$ cat config.mk
export PLATFORM = sky130hd
export DESIGN_NAME = two_button_combination_lock
export DESIGN_NICKNAME = d
export VERILOG_FILES = /design/src/sv/tbcl_pkg.sv /design/src/sv/tbcl_debounce.sv /design/src/sv/tbcl_core.sv /design/src/sv/two_button_combination_lock.sv
export SDC_FILE = /design/constraint.sdc
export NUM_CORES = 1
export LEC_CHECK = 0
export ABC_CLOCK_PERIOD_IN_PS = 3800
export CAP_MARGIN = 10
export CORE_UTILIZATION = 45
export DETAILED_ROUTE_END_ITERATION = 16
export DONT_BUFFER_PORTS = 1
export MAX_ROUTING_LAYER = met4
export PLACE_DENSITY = 0.71
export SYNTH_ARGS = -nofsm -noshare
export SYNTH_HDL_FRONTEND = slang
export SYNTH_HIERARCHICAL = 1
export SYNTH_SLANG_ARGS = --single-unit
$ cat constraint.sdc
create_clock -name clk_i -period 3.8 [get_ports clk_i]
set_input_delay 0.57 -clock clk_i [delete_from_list [all_inputs] [get_ports clk_i]]
set_output_delay 0.57 -clock clk_i [all_outputs]
set_load 0.005 [all_outputs]
$ cat src/sv/tbcl_pkg.sv
// Package for the two-button combination lock.
// Holds sizes, mode and register codes, and the result record type.
// No dependencies.
`default_nettype none

package tbcl_pkg;

  localparam int CODE_BITS        = 6;
  localparam int DEBOUNCE_SAMPLES = 6;
  localparam int CNT_W            = $clog2(CODE_BITS + 1);
  localparam int HALF_W           = 8;
  localparam int TOG_W            = 4;
  localparam int CFG_IDX_W        = 1;
  localparam int CFG_DATA_W       = 8;

  localparam logic [1:0] MODE_PROG   = 2'd0;
  localparam logic [1:0] MODE_LOCKED = 2'd1;
  localparam logic [1:0] MODE_BLINK  = 2'd2;

  localparam logic [CFG_IDX_W-1:0] CFG_BLINK_HALF_PERIOD  = 1'd0;
  localparam logic [CFG_IDX_W-1:0] CFG_BLINK_TOGGLE_COUNT = 1'd1;

  localparam logic [HALF_W-1:0] HALF_PERIOD_RST  = 8'd144;
  localparam logic [TOG_W-1:0]  TOGGLE_COUNT_RST = 4'd10;

  typedef struct packed {
    logic [1:0]       lock_mode;
    logic             key_held;
    logic             yellow_level;
    logic [CNT_W-1:0] bits_entered;
    logic             unlock_pulse;
    logic             fail_pulse;
  } tbcl_result_t;

endpackage

`default_nettype wire

$ cat src/sv/tbcl_debounce.sv
// Shift-history debouncer for one button.
// Depends on tbcl_pkg for the history length.
`default_nettype none

module tbcl_debounce
  import tbcl_pkg::*;
(
  input  wire logic clk_i,
  input  wire logic rst_ni,
  input  wire logic en_i,
  input  wire logic clr_i,
  input  wire logic sample_i,
  output logic      pressed_d_o,
  output logic      release_o
);

  logic [DEBOUNCE_SAMPLES-1:0] hist_q, hist_d;
  logic                        pressed_q;

  assign hist_d      = {hist_q[DEBOUNCE_SAMPLES-2:0], sample_i};
  assign pressed_d_o = (&hist_d) ? 1'b1 : ((~|hist_d) ? 1'b0 : pressed_q);
  assign release_o   = pressed_q & ~pressed_d_o;

  always_ff @(posedge clk_i or negedge rst_ni) begin
    if (!rst_ni) begin
      hist_q    <= '0;
      pressed_q <= 1'b0;
    end else if (clr_i) begin
      hist_q    <= '0;
      pressed_q <= 1'b0;
    end else if (en_i) begin
      hist_q    <= hist_d;
      pressed_q <= pressed_d_o;
    end
  end

endmodule

`default_nettype wire

$ cat src/sv/tbcl_core.sv
// Lock state and per-sample update: code entry, compare, blink timing.
// Depends on tbcl_pkg and tbcl_debounce.
`default_nettype none

module tbcl_core
  import tbcl_pkg::*;
(
  input  wire logic              clk_i,
  input  wire logic              rst_ni,
  input  wire logic              step_i,
  input  wire logic              key_zero_i,
  input  wire logic              key_one_i,
  input  wire logic [HALF_W-1:0] half_period_i,
  input  wire logic [TOG_W-1:0]  toggle_count_i,
  output tbcl_result_t           result_o
);

  logic [1:0]           mode_q, mode_d;
  logic                 last_q, last_d;
  logic [CODE_BITS-1:0] entry_q, entry_d, stored_q, stored_d;
  logic [CNT_W-1:0]     count_q, count_d;
  logic [HALF_W-1:0]    timer_q, timer_d, timer_inc;
  logic [TOG_W-1:0]     done_q, done_d, done_inc;
  logic                 yellow_q, yellow_d;
  logic                 change;
  logic                 unlock, fail;
  logic                 dbc_en;
  logic                 pz_d, po_d, rel_z, rel_o;
  logic [CODE_BITS-1:0] entry_new;
  logic [CNT_W-1:0]     count_new;

  assign dbc_en = step_i && (mode_q != MODE_BLINK);

  tbcl_debounce u_dbc_zero (
    .clk_i      (clk_i),
    .rst_ni     (rst_ni),
    .en_i       (dbc_en),
    .clr_i      (step_i && change),
    .sample_i   (key_zero_i),
    .pressed_d_o(pz_d),
    .release_o  (rel_z)
  );

  tbcl_debounce u_dbc_one (
    .clk_i      (clk_i),
    .rst_ni     (rst_ni),
    .en_i       (dbc_en),
    .clr_i      (step_i && change),
    .sample_i   (key_one_i),
    .pressed_d_o(po_d),
    .release_o  (rel_o)
  );

  assign timer_inc = timer_q + 1'b1;
  assign done_inc  = done_q + 1'b1;

  always_comb begin
    mode_d    = mode_q;
    last_d    = last_q;
    entry_d   = entry_q;
    count_d   = count_q;
    stored_d  = stored_q;
    timer_d   = timer_q;
    done_d    = done_q;
    yellow_d  = yellow_q;
    change    = 1'b0;
    unlock    = 1'b0;
    fail      = 1'b0;
    entry_new = entry_q;
    count_new = count_q;
    case (mode_q)
      MODE_BLINK: begin
        timer_d = timer_inc;
        if (timer_inc == half_period_i) begin
          timer_d  = '0;
          yellow_d = ~yellow_q;
          done_d   = done_inc;
          if (done_inc == toggle_count_i) begin
            yellow_d = 1'b0;
            mode_d   = MODE_LOCKED;
            change   = 1'b1;
          end
        end
      end
      default: begin
        if (key_zero_i) begin
          last_d = 1'b0;
        end
        if (key_one_i) begin
          last_d = 1'b1;
        end
        if (rel_z || rel_o) begin
          entry_new = {entry_q[CODE_BITS-2:0], last_d};
          count_new = count_q + 1'b1;
        end
        entry_d = entry_new;
        count_d = count_new;
        if (count_new >= CNT_W'(CODE_BITS)) begin
          change = 1'b1;
          if (mode_q == MODE_PROG) begin
            stored_d = entry_new;
            mode_d   = MODE_LOCKED;
          end else if (entry_new == stored_q) begin
            unlock = 1'b1;
            mode_d = MODE_PROG;
          end else begin
            fail     = 1'b1;
            timer_d  = '0;
            done_d   = '0;
            yellow_d = 1'b1;
            mode_d   = MODE_BLINK;
          end
        end
      end
    endcase
    if (change) begin
      last_d  = 1'b0;
      entry_d = '0;
      count_d = '0;
    end
  end

  always_comb begin
    result_o.lock_mode    = mode_d;
    result_o.key_held     = change ? 1'b0 : (dbc_en && (pz_d || po_d));
    result_o.yellow_level = (mode_d == MODE_BLINK) ? yellow_d : 1'b0;
    result_o.bits_entered = count_d;
    result_o.unlock_pulse = unlock;
    result_o.fail_pulse   = fail;
  end

  always_ff @(posedge clk_i or negedge rst_ni) begin
    if (!rst_ni) begin
      mode_q   <= MODE_PROG;
      last_q   <= 1'b0;
      entry_q  <= '0;
      count_q  <= '0;
      stored_q <= '0;
      timer_q  <= '0;
      done_q   <= '0;
      yellow_q <= 1'b0;
    end else if (step_i) begin
      mode_q   <= mode_d;
      last_q   <= last_d;
      entry_q  <= entry_d;
      count_q  <= count_d;
      stored_q <= stored_d;
      timer_q  <= timer_d;
      done_q   <= done_d;
      yellow_q <= yellow_d;
    end
  end

endmodule

`default_nettype wire

$ cat src/sv/two_button_combination_lock.sv
// Top level of the two-button combination lock: input register, lock core,
// result register, configuration registers. Depends on tbcl_pkg, tbcl_core.
//
//   channel | handshake              | payload
//   --------+------------------------+------------------------------------------
//   in      | in_valid_i / in_stall_o | key_zero_level_i, key_one_level_i
//   out     | out_valid_o/out_stall_i | lock_mode_o .. fail_pulse_o
//   cfg     | cfg_valid_i/cfg_ready_o | cfg_index_i, cfg_data_i
//
// One sample per cycle while the input is not stalled. A sample is held in the input
// register, and its result is loaded into the result register when the sample steps the core.
// The lock state updates as the result is loaded, in a single pass.
// Reset puts the lock in programming mode, registers at 144 and 10.
// A stall on the output holds the result; the input stalls only while the
// input register is full and the result register cannot drain.
`default_nettype none

module two_button_combination_lock
  import tbcl_pkg::*;
(
  input  wire logic                  clk_i,
  input  wire logic                  rst_ni,
  input  wire logic                  in_valid_i,
  output logic                       in_stall_o,
  input  wire logic                  key_zero_level_i,
  input  wire logic                  key_one_level_i,
  output logic                       out_valid_o,
  input  wire logic                  out_stall_i,
  output logic [1:0]                 lock_mode_o,
  output logic                       key_held_o,
  output logic                       yellow_level_o,
  output logic [CNT_W-1:0]           bits_entered_o,
  output logic                       unlock_pulse_o,
  output logic                       fail_pulse_o,
  input  wire logic                  cfg_valid_i,
  output logic                       cfg_ready_o,
  input  wire logic [CFG_IDX_W-1:0]  cfg_index_i,
  input  wire logic [CFG_DATA_W-1:0] cfg_data_i
);

  logic              in_vld_q;
  logic              k0_q, k1_q;
  logic              out_vld_q;
  tbcl_result_t      res_q, res_d;
  logic [HALF_W-1:0] half_q;
  logic [TOG_W-1:0]  tog_q;
  logic              out_ready, step, in_xfer;

  assign out_ready  = !out_vld_q || !out_stall_i;
  assign step       = in_vld_q && out_ready;
  assign in_stall_o = in_vld_q && !out_ready;
  assign in_xfer    = in_valid_i && !in_stall_o;

  always_ff @(posedge clk_i or negedge rst_ni) begin
    if (!rst_ni) begin
      in_vld_q <= 1'b0;
    end else if (in_xfer) begin
      in_vld_q <= 1'b1;
    end else if (step) begin
      in_vld_q <= 1'b0;
    end
  end

  always_ff @(posedge clk_i) begin
    if (in_xfer) begin
      k0_q <= key_zero_level_i;
      k1_q <= key_one_level_i;
    end
  end

  tbcl_core u_core (
    .clk_i         (clk_i),
    .rst_ni        (rst_ni),
    .step_i        (step),
    .key_zero_i    (k0_q),
    .key_one_i     (k1_q),
    .half_period_i (half_q),
    .toggle_count_i(tog_q),
    .result_o      (res_d)
  );

  always_ff @(posedge clk_i or negedge rst_ni) begin
    if (!rst_ni) begin
      out_vld_q <= 1'b0;
    end else if (step) begin
      out_vld_q <= 1'b1;
    end else if (out_ready) begin
      out_vld_q <= 1'b0;
    end
  end

  always_ff @(posedge clk_i) begin
    if (step) begin
      res_q <= res_d;
    end
  end

  assign cfg_ready_o = 1'b1;

  always_ff @(posedge clk_i or negedge rst_ni) begin
    if (!rst_ni) begin
      half_q <= HALF_PERIOD_RST;
      tog_q  <= TOGGLE_COUNT_RST;
    end else if (cfg_valid_i) begin
      case (cfg_index_i)
        CFG_BLINK_HALF_PERIOD:  half_q <= cfg_data_i[HALF_W-1:0];
        CFG_BLINK_TOGGLE_COUNT: tog_q  <= cfg_data_i[TOG_W-1:0];
        default: ;
      endcase
    end
  end

  assign out_valid_o    = out_vld_q;
  assign lock_mode_o    = res_q.lock_mode;
  assign key_held_o     = res_q.key_held;
  assign yellow_level_o = res_q.yellow_level;
  assign bits_entered_o = res_q.bits_entered;
  assign unlock_pulse_o = res_q.unlock_pulse;
  assign fail_pulse_o   = res_q.fail_pulse;

  a_stall_cause: assert property (@(posedge clk_i) disable iff (!rst_ni)
    in_stall_o |-> (out_valid_o && out_stall_i))
    else $error("input stalled while result register can drain");

  a_unlock_prog: assert property (@(posedge clk_i) disable iff (!rst_ni)
    (out_valid_o && unlock_pulse_o) |->
      (lock_mode_o == MODE_PROG && bits_entered_o == '0 && !fail_pulse_o))
    else $error("unlock result not in programming mode");

  a_fail_blink: assert property (@(posedge clk_i) disable iff (!rst_ni)
    (out_valid_o && fail_pulse_o) |->
      (lock_mode_o == MODE_BLINK && yellow_level_o && !key_held_o))
    else $error("fail result not entering blink with yellow on");

  a_out_hold: assert property (@(posedge clk_i) disable iff (!rst_ni)
    (out_valid_o && out_stall_i) |=> (out_valid_o && $stable(lock_mode_o)))
    else $error("stalled result changed");

endmodule

`default_nettype wire

==> flow_metrics.py <==
metrics = {
    "floorplan": {
        "die_y_um": 93.1,
        "dieArea_um2": 8670,
        "die_x_um": 93.1,
        "coreArea_um2": 7890,
        "initial_utilization_pct": 47.4,
        "rows": 32,
        "num_io_pins": 28,
    },
    "routing": {
        "wl_met1_um": 3510,
        "top_layer": "met4",
        "ant_nets": 0,
        "wl_um": 7300,
        "first_pass_iters": 4,
        "wl_met2_um": 3330,
        "vias_per_cell": 5.72,
        "route.vias.total": 2604,
        "wl_per_cell_um": 16.0,
        "drc": 0,
        "wl_met3_um": 378,
        "drt_iter0_drc": 218,
    },
    "synth": {
        "synth_area_per_cell_um2": 10.7,
        "yosysSeqAreaShare_pct": 47.1,
        "postSynth.asyncResetShare_pct": 83.8,
        "post_synth_num_cell_types": 70,
        "yosys.area.top_type": "dfrtp_1",
        "synth.top_cells.by_area": "dfrtp_1 (35%), edfxtp_1 (8.8%), mux2i_1 (4.6%)",
        "synth.most_common_cell": "dfrtp_1",
        "synth_commonest_cells": "dfrtp_1 (53), nor2_1 (30), nand2_1 (25)",
        "ys_warn_count": 6,
        "synth_nets": 369,
        "synthesis.area_um2": 3740,
        "syn_inst": 350,
        "ys.flop_type": "dfrtp_1",
        "synth_top_area_share_pct": 35.5,
        "synth_edf_count": 11,
        "ys_ff_latch": 68,
    },
    "cells_and_area": {
        "fin_util_pct": 50.8,
        "nets": 367,
        "area_growth_pct": 7.16,
        "diodes": 0,
        "layout-drive-gt1-share_pct": 13.9,
    },
    "clock_tree": {
        "cts.path.max_buffers": 2,
        "numClockSinks": 68,
        "cts_buffers": 9,
        "h-tree-depth": 3,
        "clkLatencyLatePin_ps": 350,
        "cts_tree": "yes",
        "cts_setup_buffers": 0,
        "cts_root_buf": "clkbuf_8",
        "clk_pin_slew_ps": 90,
    },
    "setup_path": {
        "critPathKind": "register to register",
        "cp.required_ps": 3900,
        "cpPeakStageDelay_ps": 440,
        "cp-start-kind": "register",
        "crit_top_cell": "nor2_1",
        "worst_path_dominant_cell_family": "simple AND/OR/NAND/NOR gates",
        "crit_chain": "nor4_2 > nand2_1 > nor2_1 > or2_1 > o221ai_1 > a22oi_1 > and4_1 > nor2_1 > a311o_1",
        "crit_fanout": 10,
        "cp_slowest_cell": "or2_1",
        "path_buf_inv": 0,
        "crit_path_end_kind": "register",
        "cp.arrival_ps": 3140,
    },
    "global_route": {
        "grt.overflow.total": 0,
        "grt_pass1_wl_um": 12300,
        "grt_pass1_vias": 2479,
        "antenna_found_initial": 0,
        "grt_usage_pct": 19.1,
        "grt_max_degree": 54,
    },
    "pwr": {
        "cellPowerDensity_nw_per_um2": 532,
        "combPwrFrac_pct": 25.8,
        "p_leak_nw": 1.68,
        "seqPwrFrac_pct": 45.6,
        "p_int_mw": 1.45,
        "peakVddDrop_mv": 0.191,
        "power_mw": 2.13,
        "swShare_pct": 32.0,
        "p_sw_uw": 681,
        "pwr-share-clk_pct": 28.6,
    },
    "timing": {
        "fin_crit_ps": 3030,
        "setup_tns_ps": 0,
        "slew_violations": 0,
        "clock_skew_ps": 17.3,
        "grt_setup_unrepaired": "no",
        "timing.fmax_mhz": 330,
        "worstMarginPinSlew_ps": 589,
        "timing.final.crit_share_pct": 79.8,
        "timing.slew.headroom_pct": 60.7,
        "report.final.hold_viol_count": 0,
        "setup_viol": 0,
    },
    "hold_path": {
        "hold_path.class": "primary input to async pin",
    },
    "flow_run": {
        "cap_violations": 0,
    },
    "placement": {
        "hpwl_um": 5010,
        "io_buffer_count": 0,
        "place_congestion": 0.827,
    },
    "run_status": {
        "status": "complete, no violations",
    },
}
==> metrics by stage <==
step           hold slack, ps  setup slack, ps  instance area [um2]  std cells
2_1_floorplan             274              979                 3740        350
3_3_place_gp              276              927                 3770        438
3_5_place_dp              276              793                 3770        438
4_1_cts                  42.1              779                 4010        455
5_1_grt                  24.2              459                 4010        455
6_report                 56.9              766                 4010        455
==> path summary, 6_finish.rpt <==
path | slack [ps] | endpoint | depth (start not counted) | startpoint
min in group clk_i | 330 | k0_q | 0 | key_zero_level_i
worst min register to register | 480 | out_valid_o | 1 | in_vld_q
worst min-delay path | 60 | half_q[7] | 0 | rst_ni
worst max register to register | 770 | yellow_level_o | 9 | u_core/u_dbc_zero/hist_q[2]
max in group asynchronous | 3470 | u_core/entry_q[5] | 1 | rst_ni
worst max-delay path | 770 | yellow_level_o | 9 | u_core/u_dbc_zero/hist_q[2]
==> registers in the layout (all words and copies together), names as in the netlist, 2 cells and up <==
name / count
u_core/entry_q: 6
tog_q: 4
u_core/timer_q: 8
u_core/u_dbc_one/hist_q: 5
u_core/count_q: 3
u_core/stored_q: 6
u_core/done_q: 4
lock_mode_o: 2
u_core/u_dbc_zero/hist_q: 5
bits_entered_o: 3
u_core/mode_q: 2
half_q: 8
==> routing by layer <==
metal	vias up	global-route usage [%]
met5	-	-
met3	7	4.80
met4	0	7.18
li1	1256	-
met1	1272	26.1
met2	69	27.3
==> cell families (layout without fill, tap and decap cells) <==
family | Yosys count | count (layout) | synth area share, %
XOR/XNOR | 25 | 25 | 6.43
multiplexers | 30 | 30 | 9.27
buffers and inverters | 37 | 40 | 5.02
adder cells (fa/ha/maj) | 3 | 3 | 1.00
AO/OA/AOI/OAI | 70 | 70 | 14.6
other | 1 | 1 | 0.100
flip-flops | 68 | 68 | 47.1
AND/OR/NAND/NOR | 116 | 116 | 16.5
==> worst register-to-register path, stage by stage (launching register included) <==
cell and delay, ps:
dfrtp_1 420, nor4_2 340, nand2_1 120, nor2_1 300
or2_1 440, o221ai_1 220, a22oi_1 160, and4_1 420
nor2_1 110, a311o_1 280
==> cell usage in the layout (no fill, tap or decap), types with 3 or more instances in the layout <==
cell type	count
dfrtp_1	53
nor2_1	30
nand2_1	25
inv_1	20
xnor2_1	18
mux2i_1	17
nand3_1	14
edfxtp_1	11
clkbuf_8	9
mux2_4	8
a22o_1	8
nand2b_1	7
o21ai_0	7
nor3_1	7
nand4_1	6
mux2_2	5
xor2_1	5
o2bb2ai_1	5
a31oi_1	5
dfstp_2	4
nor4_2	4
a21oi_1	4
and3_1	4
o22ai_1	4
a21o_1	3
buf_4	3
o221ai_1	3
o21ai_1	3
a311o_1	3
o211ai_1	3
ha_1	3
==> area by class of cell <==
cell class | count | area [um2]
fillers | 690 | 3880
well taps | 102 | 128
multi-input cells | 245 | 1790
flip-flops and latches | 68 | 1760
clock buffers | 12 | 156
repair buffers | 4 | 50.0
clock inverters | 4 | 46.3
inverters | 20 | 75.1
==> power by group through the flow <==
stage | sequential [mW] | combinational (mW) | clock, mW
after detailed placement | 0.981 | 0.530 | 0
after global routing | 0.990 | 0.609 | 0.662
final | 0.972 | 0.549 | 0.609
after global placement | 0.978 | 0.516 | 0
after floorplan | 0.930 | 0.505 | 0
after CTS | 0.969 | 0.546 | 0.625
==> repair_timing <==
action | in CTS | in global routing
hold buffers | 1 | 0
resized for setup | 0 | 0
endpoints found under the hold margin | 53 | 0
setup endpoints to repair | 0 | 0
(Power assumes the default switching activity.)
